**src/sv/b64e_pkg.sv**
```systemverilog
`default_nettype none
package b64e_pkg;

    typedef struct packed {
        logic [7:0] data_byte;
        logic       final_byte;
    } t_in_beat;

    typedef struct packed {
        logic [6:0] out_char;
        logic       run_last;
        logic       message_end;
    } t_out_beat;

    // one output symbol: a sextet or an '=' pad
    typedef struct packed {
        logic       is_pad;
        logic [5:0] sextet;
    } t_sym;

    // work for one byte: up to four symbols, index of the last one
    typedef struct packed {
        t_sym [3:0] sym;
        logic [1:0] last_idx;
        logic       fin;
    } t_job;

    localparam int QUEUE_DEPTH = 2;
    localparam int QUEUE_AW    = $clog2(QUEUE_DEPTH);
    localparam int QUEUE_CW    = $clog2(QUEUE_DEPTH + 1);

    localparam logic [6:0] PAD_CHAR     = 7'h3D;
    localparam logic [6:0] CHAR_UPPER_A = 7'h41;
    localparam logic [6:0] CHAR_LOWER_A = 7'h61;
    localparam logic [6:0] CHAR_DIGIT_0 = 7'h30;
    localparam logic [6:0] CHAR_PLUS    = 7'h2B;
    localparam logic [6:0] CHAR_SLASH   = 7'h2F;

    // standard alphabet: A-Z a-z 0-9 + /
    function automatic logic [6:0] sextet_to_ascii(input logic [5:0] v);
        logic [6:0] v7;
        logic [6:0] res;
        v7 = {1'b0, v};
        priority if (v < 6'd26) begin
            res = CHAR_UPPER_A + v7;
        end else if (v < 6'd52) begin
            res = CHAR_LOWER_A + v7 - 7'd26;
        end else if (v < 6'd62) begin
            res = CHAR_DIGIT_0 + v7 - 7'd52;
        end else if (v == 6'd62) begin
            res = CHAR_PLUS;
        end else begin
            res = CHAR_SLASH;
        end
        return res;
    endfunction

endpackage
`default_nettype wire

```
**src/sv/b64e_front.sv**
```systemverilog
`default_nettype none
module b64e_front (
    input  wire logic              i_clk,
    input  wire logic              i_rst_n,
    input  wire logic              i_valid,
    output logic                   o_ready,
    input  wire b64e_pkg::t_in_beat i_data,
    output logic                   o_push,
    output b64e_pkg::t_job         o_job,
    input  wire logic              i_full
);
    import b64e_pkg::*;

    localparam logic [1:0] PH_0 = 2'd0;
    localparam logic [1:0] PH_1 = 2'd1;
    localparam logic [1:0] PH_2 = 2'd2;

    logic [1:0] r_phase, n_phase;
    logic [3:0] r_left,  n_left;
    logic [7:0] b;
    logic       fin;

    assign o_ready = !i_full;
    assign o_push  = i_valid && !i_full;
    assign b       = i_data.data_byte;
    assign fin     = i_data.final_byte;

    always_comb begin
        o_job     = '0;
        o_job.fin = fin;
        n_phase   = r_phase;
        n_left    = r_left;
        unique case (r_phase)
            PH_1: begin
                o_job.sym[0].sextet = {r_left[1:0], b[7:4]};
                if (fin) begin
                    o_job.sym[1].sextet = {b[3:0], 2'b00};
                    o_job.sym[2].is_pad = 1'b1;
                    o_job.last_idx      = 2'd2;
                end else begin
                    n_left  = b[3:0];
                    n_phase = PH_2;
                end
            end
            PH_2: begin
                o_job.sym[0].sextet = {r_left, b[7:6]};
                o_job.sym[1].sextet = b[5:0];
                o_job.last_idx      = 2'd1;
                n_left              = '0;
                n_phase             = PH_0;
            end
            default: begin // phase 0, and the unused code
                o_job.sym[0].sextet = b[7:2];
                if (fin) begin
                    o_job.sym[1].sextet = {b[1:0], 4'b0000};
                    o_job.sym[2].is_pad = 1'b1;
                    o_job.sym[3].is_pad = 1'b1;
                    o_job.last_idx      = 2'd3;
                end else begin
                    n_left  = {2'b00, b[1:0]};
                    n_phase = PH_1;
                end
            end
        endcase
        if (fin) begin
            n_phase = PH_0;
            n_left  = '0;
        end
    end

    always_ff @(posedge i_clk) begin
        if (!i_rst_n) begin
            r_phase <= PH_0;
            r_left  <= '0;
        end else if (o_push) begin
            r_phase <= n_phase;
            r_left  <= n_left;
        end
    end

endmodule
`default_nettype wire

```
**src/sv/b64e_queue.sv**
```systemverilog
`default_nettype none
module b64e_queue (
    input  wire logic          i_clk,
    input  wire logic          i_rst_n,
    input  wire logic          i_push,
    input  wire b64e_pkg::t_job i_job,
    output logic               o_full,
    input  wire logic          i_pop,
    output logic               o_nonempty,
    output b64e_pkg::t_job     o_job
);
    import b64e_pkg::*;

    t_job                r_mem [QUEUE_DEPTH];
    logic [QUEUE_AW-1:0] r_wr_ptr, r_rd_ptr;
    logic [QUEUE_CW-1:0] r_count;

    assign o_full     = (r_count == QUEUE_CW'(QUEUE_DEPTH));
    assign o_nonempty = (r_count != '0);
    assign o_job      = r_mem[r_rd_ptr];

    function automatic logic [QUEUE_AW-1:0] ptr_inc(input logic [QUEUE_AW-1:0] p);
        return (p == QUEUE_AW'(QUEUE_DEPTH - 1)) ? '0 : p + 1'b1;
    endfunction

    always_ff @(posedge i_clk) begin
        if (i_push) begin
            r_mem[r_wr_ptr] <= i_job;
        end
    end

    always_ff @(posedge i_clk) begin
        if (!i_rst_n) begin
            r_wr_ptr <= '0;
            r_rd_ptr <= '0;
            r_count  <= '0;
        end else begin
            if (i_push) begin
                r_wr_ptr <= ptr_inc(r_wr_ptr);
            end
            if (i_pop) begin
                r_rd_ptr <= ptr_inc(r_rd_ptr);
            end
            unique case ({i_push, i_pop})
                2'b10:   r_count <= r_count + 1'b1;
                2'b01:   r_count <= r_count - 1'b1;
                default: r_count <= r_count;
            endcase
        end
    end

endmodule
`default_nettype wire

```
**src/sv/b64e_back.sv**
```systemverilog
`default_nettype none
module b64e_back (
    input  wire logic          i_clk,
    input  wire logic          i_rst_n,
    input  wire logic          i_job_valid,
    input  wire b64e_pkg::t_job i_job,
    output logic               o_pop,
    output logic               o_valid,
    input  wire logic          i_ready,
    output b64e_pkg::t_out_beat o_data
);
    import b64e_pkg::*;

    logic      [1:0] r_idx;
    logic            r_valid;
    t_out_beat       r_data;
    logic            load, take, last;
    t_sym            sym;
    t_out_beat       n_data;

    assign load = !r_valid || i_ready;
    assign take = load && i_job_valid;
    assign sym  = i_job.sym[r_idx];
    assign last = (r_idx == i_job.last_idx);
    assign o_pop = take && last;

    always_comb begin
        n_data.out_char    = sym.is_pad ? PAD_CHAR : sextet_to_ascii(sym.sextet);
        n_data.run_last    = last;
        n_data.message_end = last && i_job.fin;
    end

    always_ff @(posedge i_clk) begin
        if (take) begin
            r_data <= n_data;
        end
    end

    always_ff @(posedge i_clk) begin
        if (!i_rst_n) begin
            r_valid <= 1'b0;
            r_idx   <= '0;
        end else begin
            if (load) begin
                r_valid <= i_job_valid;
            end
            if (take) begin
                r_idx <= last ? 2'd0 : r_idx + 1'b1;
            end
        end
    end

    assign o_valid = r_valid;
    assign o_data  = r_data;

endmodule
`default_nettype wire

```
**src/sv/base64_stream_encoder.sv**
```systemverilog
// Streaming base64 encoder, standard alphabet with '=' padding. Feed one message byte per
// input beat, with final_byte set on the last one; each output beat carries one ASCII
// character, run_last marks the last character a byte produced and message_end marks the
// last character of the message. Output runs one character per cycle while i_ready is
// high and a job is queued; a byte produces one or two characters mid-message and up to
// four on a final byte, so steady streaming yields four characters per three bytes. The
// front end takes a byte every cycle while its two-entry job queue has room, so bursts
// are absorbed; jobs are registered in the queue and characters in the output register.
`default_nettype none
module base64_stream_encoder (
    input  wire logic               i_clk,
    input  wire logic               i_rst_n,
    input  wire logic               i_valid,
    output logic                    o_ready,
    input  wire b64e_pkg::t_in_beat  i_data,
    output logic                    o_valid,
    input  wire logic               i_ready,
    output b64e_pkg::t_out_beat     o_data
);
    import b64e_pkg::*;

    logic push, full, pop, nonempty;
    t_job push_job, head_job;

    // front: tracks group phase and leftover bits, splits each byte into symbols
    b64e_front u_front (
        .i_clk   (i_clk),
        .i_rst_n (i_rst_n),
        .i_valid (i_valid),
        .o_ready (o_ready),
        .i_data  (i_data),
        .o_push  (push),
        .o_job   (push_job),
        .i_full  (full)
    );

    // decouples byte intake from character output
    b64e_queue u_queue (
        .i_clk      (i_clk),
        .i_rst_n    (i_rst_n),
        .i_push     (push),
        .i_job      (push_job),
        .o_full     (full),
        .i_pop      (pop),
        .o_nonempty (nonempty),
        .o_job      (head_job)
    );

    // back: one character per beat from the head job, registered output
    b64e_back u_back (
        .i_clk       (i_clk),
        .i_rst_n     (i_rst_n),
        .i_job_valid (nonempty),
        .i_job       (head_job),
        .o_pop       (pop),
        .o_valid     (o_valid),
        .i_ready     (i_ready),
        .o_data      (o_data)
    );

endmodule
`default_nettype wire

```
**config.mk**
```make
export PLATFORM = sky130hd
export DESIGN_NAME = base64_stream_encoder
export DESIGN_NICKNAME = d
export VERILOG_FILES = /design/src/sv/b64e_pkg.sv /design/src/sv/b64e_front.sv /design/src/sv/b64e_queue.sv /design/src/sv/b64e_back.sv /design/src/sv/base64_stream_encoder.sv
export SDC_FILE = /design/constraint.sdc
export NUM_CORES = 1
export LEC_CHECK = 0
export ABC_AREA = 1
export ABC_CLOCK_PERIOD_IN_PS = 1800
export BUFFER_PORTS_ARGS = -buffer_cell sky130_fd_sc_hd__buf_2
export CAP_MARGIN = 20
export CORE_MARGIN = 2
export CORE_UTILIZATION = 54
export DETAILED_ROUTE_END_ITERATION = 10
export GPL_TIMING_DRIVEN = 0
export HOLD_SLACK_MARGIN = 0.03
export PLACE_DENSITY = 0.76
export SLEW_MARGIN = 30
export SYNTH_ARGS = -nofsm -noshare
export SYNTH_HDL_FRONTEND = slang
export SYNTH_SLANG_ARGS = --single-unit
export TNS_END_PERCENT = 1
```
**constraint.sdc**
```tcl
create_clock -name i_clk -period 1.8 [get_ports i_clk]
set_input_delay 0.36 -clock i_clk [delete_from_list [all_inputs] [get_ports i_clk]]
set_output_delay 0.36 -clock i_clk [all_outputs]
set_load 0.01 [all_outputs]
```
==> Word level (Yosys, flattened, before mapping) <==
Memories as Yosys holds them, arrays and structs flattened. A register that Yosys moved wholly into a read port is not among the register bits.
Index checks and enable logic that the tools add are counted.
{ "op_classes": {"add_sub_neg": 10, "magnitude_cmp": 4, "n_eq_ne": 7, "muxes": 27, "reduce_logical": 10} }
{ "op_table": {"columns": ["op", "n"], "rows": [
  ["7-bit two-way mux", 4],
  ["8-bit one-hot mux with 2 select lines", 1],
  ["7-bit by 6-bit adder with 7-bit output (first input constant)", 2],
  ["7-bit binary-select mux with 2-bit select", 1],
  ["6-bit < comparator (second input constant)", 2],
  ["6-bit two-way mux", 2],
  ["6-bit one-hot mux with 2 select lines", 1],
  ["1-bit two-way mux", 9],
  ["2-bit two-way mux", 4],
  ["2-bit one-hot mux with 2 select lines", 2],
  ["4-bit one-hot mux with 2 select lines", 1],
  ["6-bit by 6-bit adder with 7-bit output (first input constant)", 1],
  ["7-bit by 5-bit subtractor with 7-bit output (second input constant)", 1],
  ["7-bit by 6-bit subtractor with 7-bit output (second input constant)", 1],
  ["2-bit == test (second input constant)", 3],
  ["6-bit == test (second input constant)", 1],
  ["6-bit by 5-bit < comparator with 1-bit output (second input constant)", 1],
  ["2-bit by 1-bit adder with 2-bit output (second input constant)", 2],
  ["2-bit by 1-bit == test with 1-bit output (second input constant)", 2],
  ["1-bit logical AND", 4],
  ["4-bit two-way mux", 1],
  ["2-bit nonzero test", 2],
  ["2-bit by 3-bit < comparator with 1-bit output (second input constant)", 1],
  ["3-bit two-way mux", 1],
  ["6 further kinds", 8]
]} }
{ "totals": {"reg_bits": 22, "ramBits": 34, "output_inout_bits": 11, "n_memories": 1} }
{ "memory_table": {"columns": ["memory", "depth", "width", "rd", "rd_clocked_by_memory_dff", "wr", "line_no", "source"], "rows": [
  ["u_queue.r_mem", 2, 17, 1, 1, 1, "b64e_queue.sv:14", "t_job r_mem [QUEUE_DEPTH];"]
]} }

==> Logic depth before layout (Yosys ltp) <==
Gate-level depths: netlist (run 1).
{ "depth": {"word_depth": 7, "ltp_mapped": 16, "ltp_nobuf": 14} }

==> Hierarchy <==
A second synthesis (run 1) with hierarchy kept.
{ "hier_totals": {"hier_cells": 437, "hier_area_um2": 4465.5} }
{ "modules_own_cells": {"columns": ["module", "instances", "cells_each", "area_each_um2", "seq_area_each_um2"], "rows": [
  ["b64e_queue", 1, 131, 2471.1, 1961.9],
  ["b64e_back", 1, 196, 1291.2, 330.3],
  ["b64e_front", 1, 110, 703.2, 120.1]
]} }

==> Worst setup path before layout (run 1) <==
No wires, ideal clock.
{ "synth_timing": {"path_type": "register -> register", "from": "register u_queue.r_count[0]", "to": "memory u_queue.r_mem[1][0] (netlist name) (enable)", "t_arrival_ps": 1546, "setup_slack_ps": -138, "stages_incl_launch_ff": 6, "n_path_buf": 1, "period_less_slack_ps": 1938, "cell_sequence": "dfxtp_1 > inv_1 > nand2_1 > nand2_1 > buf_2 > nor2_1"} }
{ "synth_between": {"elab_chain_len": 5} }
{ "synth_rtl": {"columns": ["element", "line_no", "source"], "rows": [
  ["start, declared", "b64e_queue.sv:16", "logic [QUEUE_CW-1:0] r_count;"],
  ["start signal, assigned", "b64e_queue.sv:45", "2'b10: r_count <= r_count + 1'b1;"],
  ["start signal, assigned", "b64e_queue.sv:46", "2'b01: r_count <= r_count - 1'b1;"],
  ["start signal, assigned", "b64e_queue.sv:47", "default: r_count <= r_count;"],
  ["2-bit == test", "b64e_queue.sv:18", "assign o_full = (r_count == QUEUE_CW'(QUEUE_DEPTH));"],
  ["1-bit logical NOT", null, null],
  ["named net o_ready", "base64_stream_encoder.sv:14", "output logic o_ready,"],
  ["1-bit logical AND", "b64e_front.sv:24", "assign o_push = i_valid && !i_full;"],
  ["1-bit two-way mux", "b64e_queue.sv:27", "if (i_push) begin"],
  ["1-bit two-way mux (not written as such)", "b64e_queue.sv:28", "r_mem[r_wr_ptr] <= i_job;"],
  ["end, declared", "b64e_queue.sv:14", null]
]} }
The timed path passes the listed nets, and every way through them passes these cells.

==> results of run 1 <==
-- power groups by stage --
stage | registers [uW] | logic [uW] | clock network (uW)
finish | 2130 | 5410 | 1040
global route | 2160 | 5840 | 1110
CTS | 2090 | 4580 | 1050
detailed placement | 2110 | 3590 | 0
global placement | 2090 | 3460 | 0
floorplan | 2150 | 2710 | 0
-- logic make-up (layout without fill, tap and decap cells) --
| group | Yosys count | in the layout | synth area share (%) |
|---|---|---|---|
| and+or+nand+nor | 158 | 158 | 25.1 |
| buffers and inverters | 55 | 121 | 8.15 |
| adders and majority gates | 10 | 10 | 4.12 |
| xor gates and xnor gates | 5 | 5 | 1.44 |
| AOI/OAI and AO/OA | 45 | 45 | 9.47 |
| DFF | 57 | 57 | 51.7 |
-- metal layers --
layer / vias to the layer above / share of wire (%) / track usage (%)
met4: 0 / 4.3 / 11.6
li1: 1231 / - / -
met2: 85 / 52 / 40.7
met3: 27 / 4.4 / 5.57
met1: 1146 / 39 / 28.1
met5: - / 0 / 0
-- per-stage QoR --
stage	hold WS (ns)	TNS, ns	area [um^2]	util (%)
after floorplan	0.458	-2.25	3040	-
after global placement	0.484	-10.82	3250	59.3
after detailed placement	0.494	-4.70	3250	59.4
after CTS	0.275	-0.968	3730	68.2
after global routing	0.286	-1.72	3900	71.2
final	0.286	-1.17	3900	71.2
-- what timing repair did --
item | in CTS | in global routing
buffers inserted | 21 | 7
cloned | 1 | 0
gates resized for setup | 32 | 32
endpoints found under the setup margin | 48 | 27
pin swaps | 9 | 15
endpoints found under the hold margin | 0 | 0
-- area by class of cell --
class	count	share of cell area, %
Clock buffer	12	3.98
Multi-Input combinational cell	218	36.4
Clock inverter	3	0.449
Sequential cell	57	40.4
Buffer	5	1.38
Timing Repair Buffer	52	9.95
Inverter	49	5.17
Tap cell	72	2.31
-- layout by cell type (no fill, tap or decap), types with 4 or more instances in the layout --
| cell | n |
|---|---|
| a21oi_1 | 9 |
| buf_2 | 23 |
| buf_4 | 22 |
| buf_6 | 7 |
| clkbuf_8 | 11 |
| dfxtp_1 | 13 |
| edfxtp_1 | 43 |
| ha_1 | 4 |
| ha_4 | 4 |
| inv_1 | 36 |
| inv_2 | 8 |
| inv_4 | 4 |
| nand2_1 | 75 |
| nand2_2 | 10 |
| nand2_4 | 7 |
| nand3_1 | 18 |
| nand3_2 | 7 |
| nand3_4 | 6 |
| nor2_1 | 20 |
| nor2_2 | 4 |
| nor2_4 | 4 |
| o211ai_1 | 5 |
| o21ai_0 | 5 |
| o21ai_1 | 8 |
| o221ai_1 | 4 |
-- critical path: stages, from the launching register on --
cell     delay (ns)
dfxtp_4        0.42
inv_8          0.06
buf_8          0.13
nand2_4        0.08
nand3_4        0.09
nand3_4        0.15
inv_4          0.06
ha_4           0.17
buf_6          0.11
a21oi_4        0.13
xnor2_1        0.13
o21ai_1        0.10
nand2_1        0.07
nand3_1        0.06
-- sequential cells by signal (all words and copies together) (netlist names), named ones only --
name,flops
u_queue.r_mem,34
u_back.o_data,9
u_front.r_left,4
u_back.r_idx,2
u_front.r_phase,2
u_queue.r_count,2
u_back.o_valid,1
u_queue.r_rd_ptr,1
u_queue.r_wr_ptr,1
-- worst paths after layout --
kind	from	end	slack [ns]	depth (start not counted)
max reg2reg	flip-flop	u_back.o_data[6]	-0.22	13
min	i_data[0]	u_queue.r_mem[0][0]	0.29	1
max	flip-flop	u_back.o_data[6]	-0.22	13
min reg2reg	u_queue.r_rd_ptr	flip-flop	0.49	2
-- cell usage after synthesis (4+ instances only) --
cell      count  area, um^2
ha_1         10         125
o211ai_1      5        37.5
o221ai_1      4        35.0
nand2_2       5        31.3
nand2_1      85         319
edfxtp_1     43        1290
inv_2         8        30.0
o21ai_0       8        40.0
a21oi_1      12        60.1
dfxtp_1      14         280
nand3_2       7        70.1
inv_1        39         146
buf_6         4        45.0
nand3_1      21         105
nor2_1       24        90.1
o21ai_1       6        30.0
==> qor.yml, run 1 <==
outcome:
  status: "finished with violations"
  failed_checks: "negative setup slack"
synth:
  async_flop_share_pct: 0
  synthDistinctLibCells: 36
  syn_area_per_cell_um2: 9.21
  syn_inst: 330
  syn-num-nets: 353
  synth-seq-cells: 57
  yosys_warnings: 0
  synthesis.area_um2: 3040
  synth-seq-area-share_pct: 51.7
  ys.flop_type: "edfxtp_1"
  synth_edf_count: 43
power:
  power_uw: 8590
  p_per_area_nw_per_um2: 2200
  p_seq_share_pct: 24.8
  combPwrFrac_pct: 63.0
  clock_power_share_pct: 12.2
  p_switching_uw: 3750
  p_int_uw: 4840
  peakVddDrop_uv: 1520
  p_sw_share_pct: 43.6
  power_leakage_uw: 0.00169
die:
  io_pins: 24
  die_x_um: 79.0
  die_y_um: 79.0
  rows: 27
  core_area_um2: 5470
  dieArea_um2: 6240
  start_util_pct: 55.5
setup_path:
  worstPathRequired_ns: 1.89
  worst-setup-path-type: "reg2reg"
  critical_path_arrival_ns: 2.11
  cp_max_fo: 5
  worstSetupStartpointType: "flip-flop"
  endpoint_kind: "flip-flop"
cts:
  cts_buffers: 9
  clk_latency_ns: 0.33
  postCtsHoldBufs: 0
  cts_tree: "yes"
  clkSlewWorstSetupHoldPaths_ns: 0.07
  clk_path_buf_depth: 2
  htreeDepth: 3
  clock-root-buffer: "clkbuf_8"
  cts.sink_count: 57
cells_and_area:
  regArea_um2: 1580
  nets: 415
  drive_gt1_share_pct: 34.6
  fillCellCount: 386
  insertedDiodeCount: 0
  instances_no_fill: 468
  synthToLayoutAreaGrowth_pct: 28.3
  multi_input_area_um2: 1420
sta:
  worst_slew_pin_slew_ns: 0.515
  report.final.slew_viol_count: 0
  hold_viol_final: 0
  fin_skew_ns: 0.0114
  period_needed_ns: 2.02
  fin_crit_sh_pct: 112
  maxSlewHeadroom_pct: 65.6
  max_freq_mhz: 495
  worst_slack_ns: -0.221
  rsz0062_at_grt: "yes"
  setup_violations: 8
flow_run:
  cap_violations: 0
grt:
  grt_pass1_vias: 2469
  grt-ovfl-total: 0
  grt_pass1_wl_um: 11200
  antenna_found_initial: 0
  grt.total_usage_pct: 23.8
  grt_start_max_net_pins: 19
placed_design:
  portBuffers: 23
  gp_congestion: 0.922
  preCtsSetupSlack_ns: -0.356
  dp_cells: 425
  dp_hpwl_um: 4450
route:
  ant_nets: 0
  drt_wl_total_um: 7230
  drc: 0
  vias_per_cell: 5.32
  vias: 2489
  post_drt_wl_per_cell_um: 15.4
  drt-initial-drc-count: 117
  drtPass1Iterations: 4
worst_hold_path:
  hold_class: "in2reg"
No activity file was read; power rests on OpenSTA's default activity.
==> run 2: changes to the inputs <==
--- a/config.mk
+++ b/config.mk
@@ -11,10 +11,12 @@
 export CAP_MARGIN = 20
 export CORE_MARGIN = 2
 export CORE_UTILIZATION = 54
+export CTS_CLUSTER_DIAMETER = 40
 export DETAILED_ROUTE_END_ITERATION = 10
 export GPL_TIMING_DRIVEN = 0
 export HOLD_SLACK_MARGIN = 0.03
 export PLACE_DENSITY = 0.76
+export SETUP_SLACK_MARGIN = 0.2
 export SLEW_MARGIN = 30
 export SYNTH_ARGS = -nofsm -noshare
 export SYNTH_HDL_FRONTEND = slang
==> run 2 against run 1 <==
  * The flow still finishes with violations (negative setup slack)
  * Clock-buffer cell count shrank 3
  * Clock skew is essentially flat
  * Clock power grew 13%
  * Worst setup slack gained 0.057 ns
  * Register-to-register slack gained 0.06 ns
  * Largest cell class unchanged
==> qor.yml, run 2 (synthesized netlist as in run 1, its figures left out) <==
outcome:
  status: "finished with violations"  # unchanged
  failed_checks: "negative setup slack"  # unchanged
power:
  peakVddDrop_uv: 1040  # was 1520 uV
  p_per_area_nw_per_um2: 2130  # was 2200 nW/um^2
  power_leakage_uw: 0.00163  # was 0.00169 uW
worst_hold_path:
  min_path_cells: 1  # unchanged
  holdPathEnd: "u_queue.r_mem[1][0]"  # was u_queue.r_mem[0][0]
  min_from: "i_data[0]"  # unchanged
  hold_class: "in2reg"  # unchanged
setup_path:
  critical_path_arrival_ns: 2.05  # was 2.11 ns
  worstPathRequired_ns: 1.89  # about the same
  slowest_stage: "dfxtp_2"  # was dfxtp_4
  cp_max_fo: 8  # was 5
  r2r_cells: 14  # was 13
  slowest_delay_ns: 0.34  # was 0.42 ns
  endpoint_kind: "flip-flop"  # unchanged
  path_cells: "buf_8 -> inv_8 -> buf_8 -> nand2_2 -> nand3_2 -> nand3_4 -> clkinv_4 -> ha_4 -> inv_2 -> o21ai_2 -> nand2_2 -> nand2_4 -> nand3_1 -> nand2_1"  # was inv_8 -> buf_8 -> nand2_4 -> nand3_4 -> nand3_4 -> inv_4 -> ha_4 -> buf_6 -> a21oi_4 -> xnor2_1 -> o21ai_1 -> nand2_1 -> nand3_1
  path_buf_inv: 5  # was 4
  worst-setup-path-type: "reg2reg"  # unchanged
  ff2ff_setup_slack_ns: -0.16  # was -0.22 ns
  r2r-end: "u_back.o_data[7]"  # was u_back.o_data[6]
  crit_family: "simple AND/OR/NAND/NOR gates"  # unchanged
  worstSetupStartpointType: "flip-flop"  # unchanged
cts:
  clkSlewWorstSetupHoldPaths_ns: 0.07  # about the same
  cts_buffers: 9  # unchanged
  cts_tree: "yes"  # unchanged
  clk_latency_ns: 0.34  # was 0.33 ns
  cts.sink_count: 57  # unchanged
  clock-root-buffer: "clkbuf_8"  # unchanged
  htreeDepth: 3  # unchanged
  clk_path_buf_depth: 2  # unchanged
grt:
  grt.total_usage_pct: 21.8  # was 23.8%
  grt_pass1_vias: 2249  # was 2469
  grt-ovfl-total: 0  # unchanged
  grt_start_max_net_pins: 19  # unchanged
  grt_pass1_wl_um: 10300  # was 11200 um
  antenna_found_initial: 0  # unchanged
cells_and_area:
  synthToLayoutAreaGrowth_pct: 26.2  # was 28.3%
  mostFrequentLayoutCell: "nand2_1"  # unchanged
  layout_common_cells: "73 x nand2_1, 43 x edfxtp_1, 36 x inv_1"  # was 75 x nand2_1, 43 x edfxtp_1, 36 x inv_1
  largest_register_ffs: 34  # unchanged
  drive_gt1_share_pct: 35.1  # was 34.6%
  insertedDiodeCount: 0  # unchanged
  nets: 408  # was 415
  instances_no_fill: 462  # was 468
  fillCellCount: 395  # was 386
  regMostFlops: "u_queue.r_mem"  # unchanged
  fin_area_um2: 3830  # was 3900 um^2
placed_design:
  dp_hpwl_um: 4400  # was 4450 um
  dp_cells: 425  # unchanged
  placedInstanceArea_um2: 3280  # was 3250 um^2
  portBuffers: 23  # unchanged
  gp_congestion: 0.902  # was 0.922
sta:
  report.final.slew_viol_count: 0  # unchanged
  max_freq_mhz: 509  # was 495 MHz
  worst_slew_pin_slew_ns: 0.533  # was 0.515 ns
  fin_crit_sh_pct: 109  # was 112%
  fin_skew_ns: 0.0114  # about the same
  rsz0062_at_grt: "yes"  # unchanged
  setup_violations: 8  # unchanged
  worst_slack_ns: -0.165  # was -0.221 ns
  period_needed_ns: 1.96  # was 2.02 ns
  fin_setup_tns_ns: -1.18  # was -1.17 ns
  hold_viol_final: 0  # unchanged
  maxSlewHeadroom_pct: 64.4  # was 65.6%
die:
  die_y_um: 79.0  # unchanged
  start_util_pct: 55.5  # unchanged
  die_x_um: 79.0  # unchanged
  io_pins: 24  # unchanged
  dieArea_um2: 6240  # unchanged
  rows: 27  # unchanged
  core_area_um2: 5470  # unchanged
route:
  vias: 2437  # was 2489
  drt_wl_total_um: 6720  # was 7230 um
  post_drt_wl_per_cell_um: 14.5  # was 15.4 um
  ant_nets: 0  # unchanged
  drt-initial-drc-count: 92  # was 117
  drc: 0  # unchanged
  drtPass1Iterations: 4  # unchanged
  vias_per_cell: 5.27  # was 5.32
flow_run:
  cap_violations: 0  # unchanged
-- run 2: power breakdown --
part | leakage (uW) | switching, uW | total, uW | internal, uW
clock network | 0.0000893 | 535 | 1170 | 635
logic | 0.00102 | 2910 | 4890 | 1970
registers | 0.000526 | 127 | 2100 | 1980
-- run 2: worst max path at each step --
stage,endpoint,slack [ns],startpoint,depth (start not counted)
after floorplan,u_back.o_data[5],-0.06,flip-flop,15
after global placement,u_back.o_data[7],-0.28,flip-flop,15
after detailed placement,u_back.o_data[3],-0.30,flip-flop,15
after CTS,u_back.o_data[3],-0.18,flip-flop,15
after global routing,u_back.o_data[2],-0.28,flip-flop,12
final,u_back.o_data[7],-0.16,flip-flop,14
-- run 2: routing by layer --
| layer | up-vias | GRT usage (%) | wire [um] |
|---|---|---|---|
| met1 | 1140 | 25.9 | 2820 |
| met4 | 0 | 10.0 | 129 |
| met2 | 71 | 37.7 | 3510 |
| met3 | 13 | 4.55 | 269 |
| met5 | - | 0 | 0 |
| li1 | 1213 | - | - |
-- run 2: final cells by class --
class	instances	area, um^2	area share [%]
timing repair buffer	44	290	7.57
multi-input combinational	218	1400	36.6
sequential	57	1580	41.1
clock buffer	9	124	3.23
clock inverter	7	70.1	1.83
buffer	6	75.1	1.96
inverter	49	204	5.32
tap	72	90.1	2.35
-- run 2: timing repair --
action,CTS,global route
gates resized for setup,25,30
buffers inserted,12,8
endpoints found under the setup margin,66,53
pin swaps,10,12
hold buffers,0,0
cloned,0,1
-- run 2: stage by stage --
stage / utilization [%] / hold WS, ns / power (uW) / worst slack [ns]
global placement: 59.9 / 0.484 / 5640 / -0.279
CTS: 66.7 / 0.275 / 7420 / -0.176
floorplan: - / 0.458 / 4940 / -0.0553
detailed placement: 59.9 / 0.491 / 5780 / -0.305
global route: 70.1 / 0.287 / 8680 / -0.285
finish: 70.1 / 0.283 / 8160 / -0.165
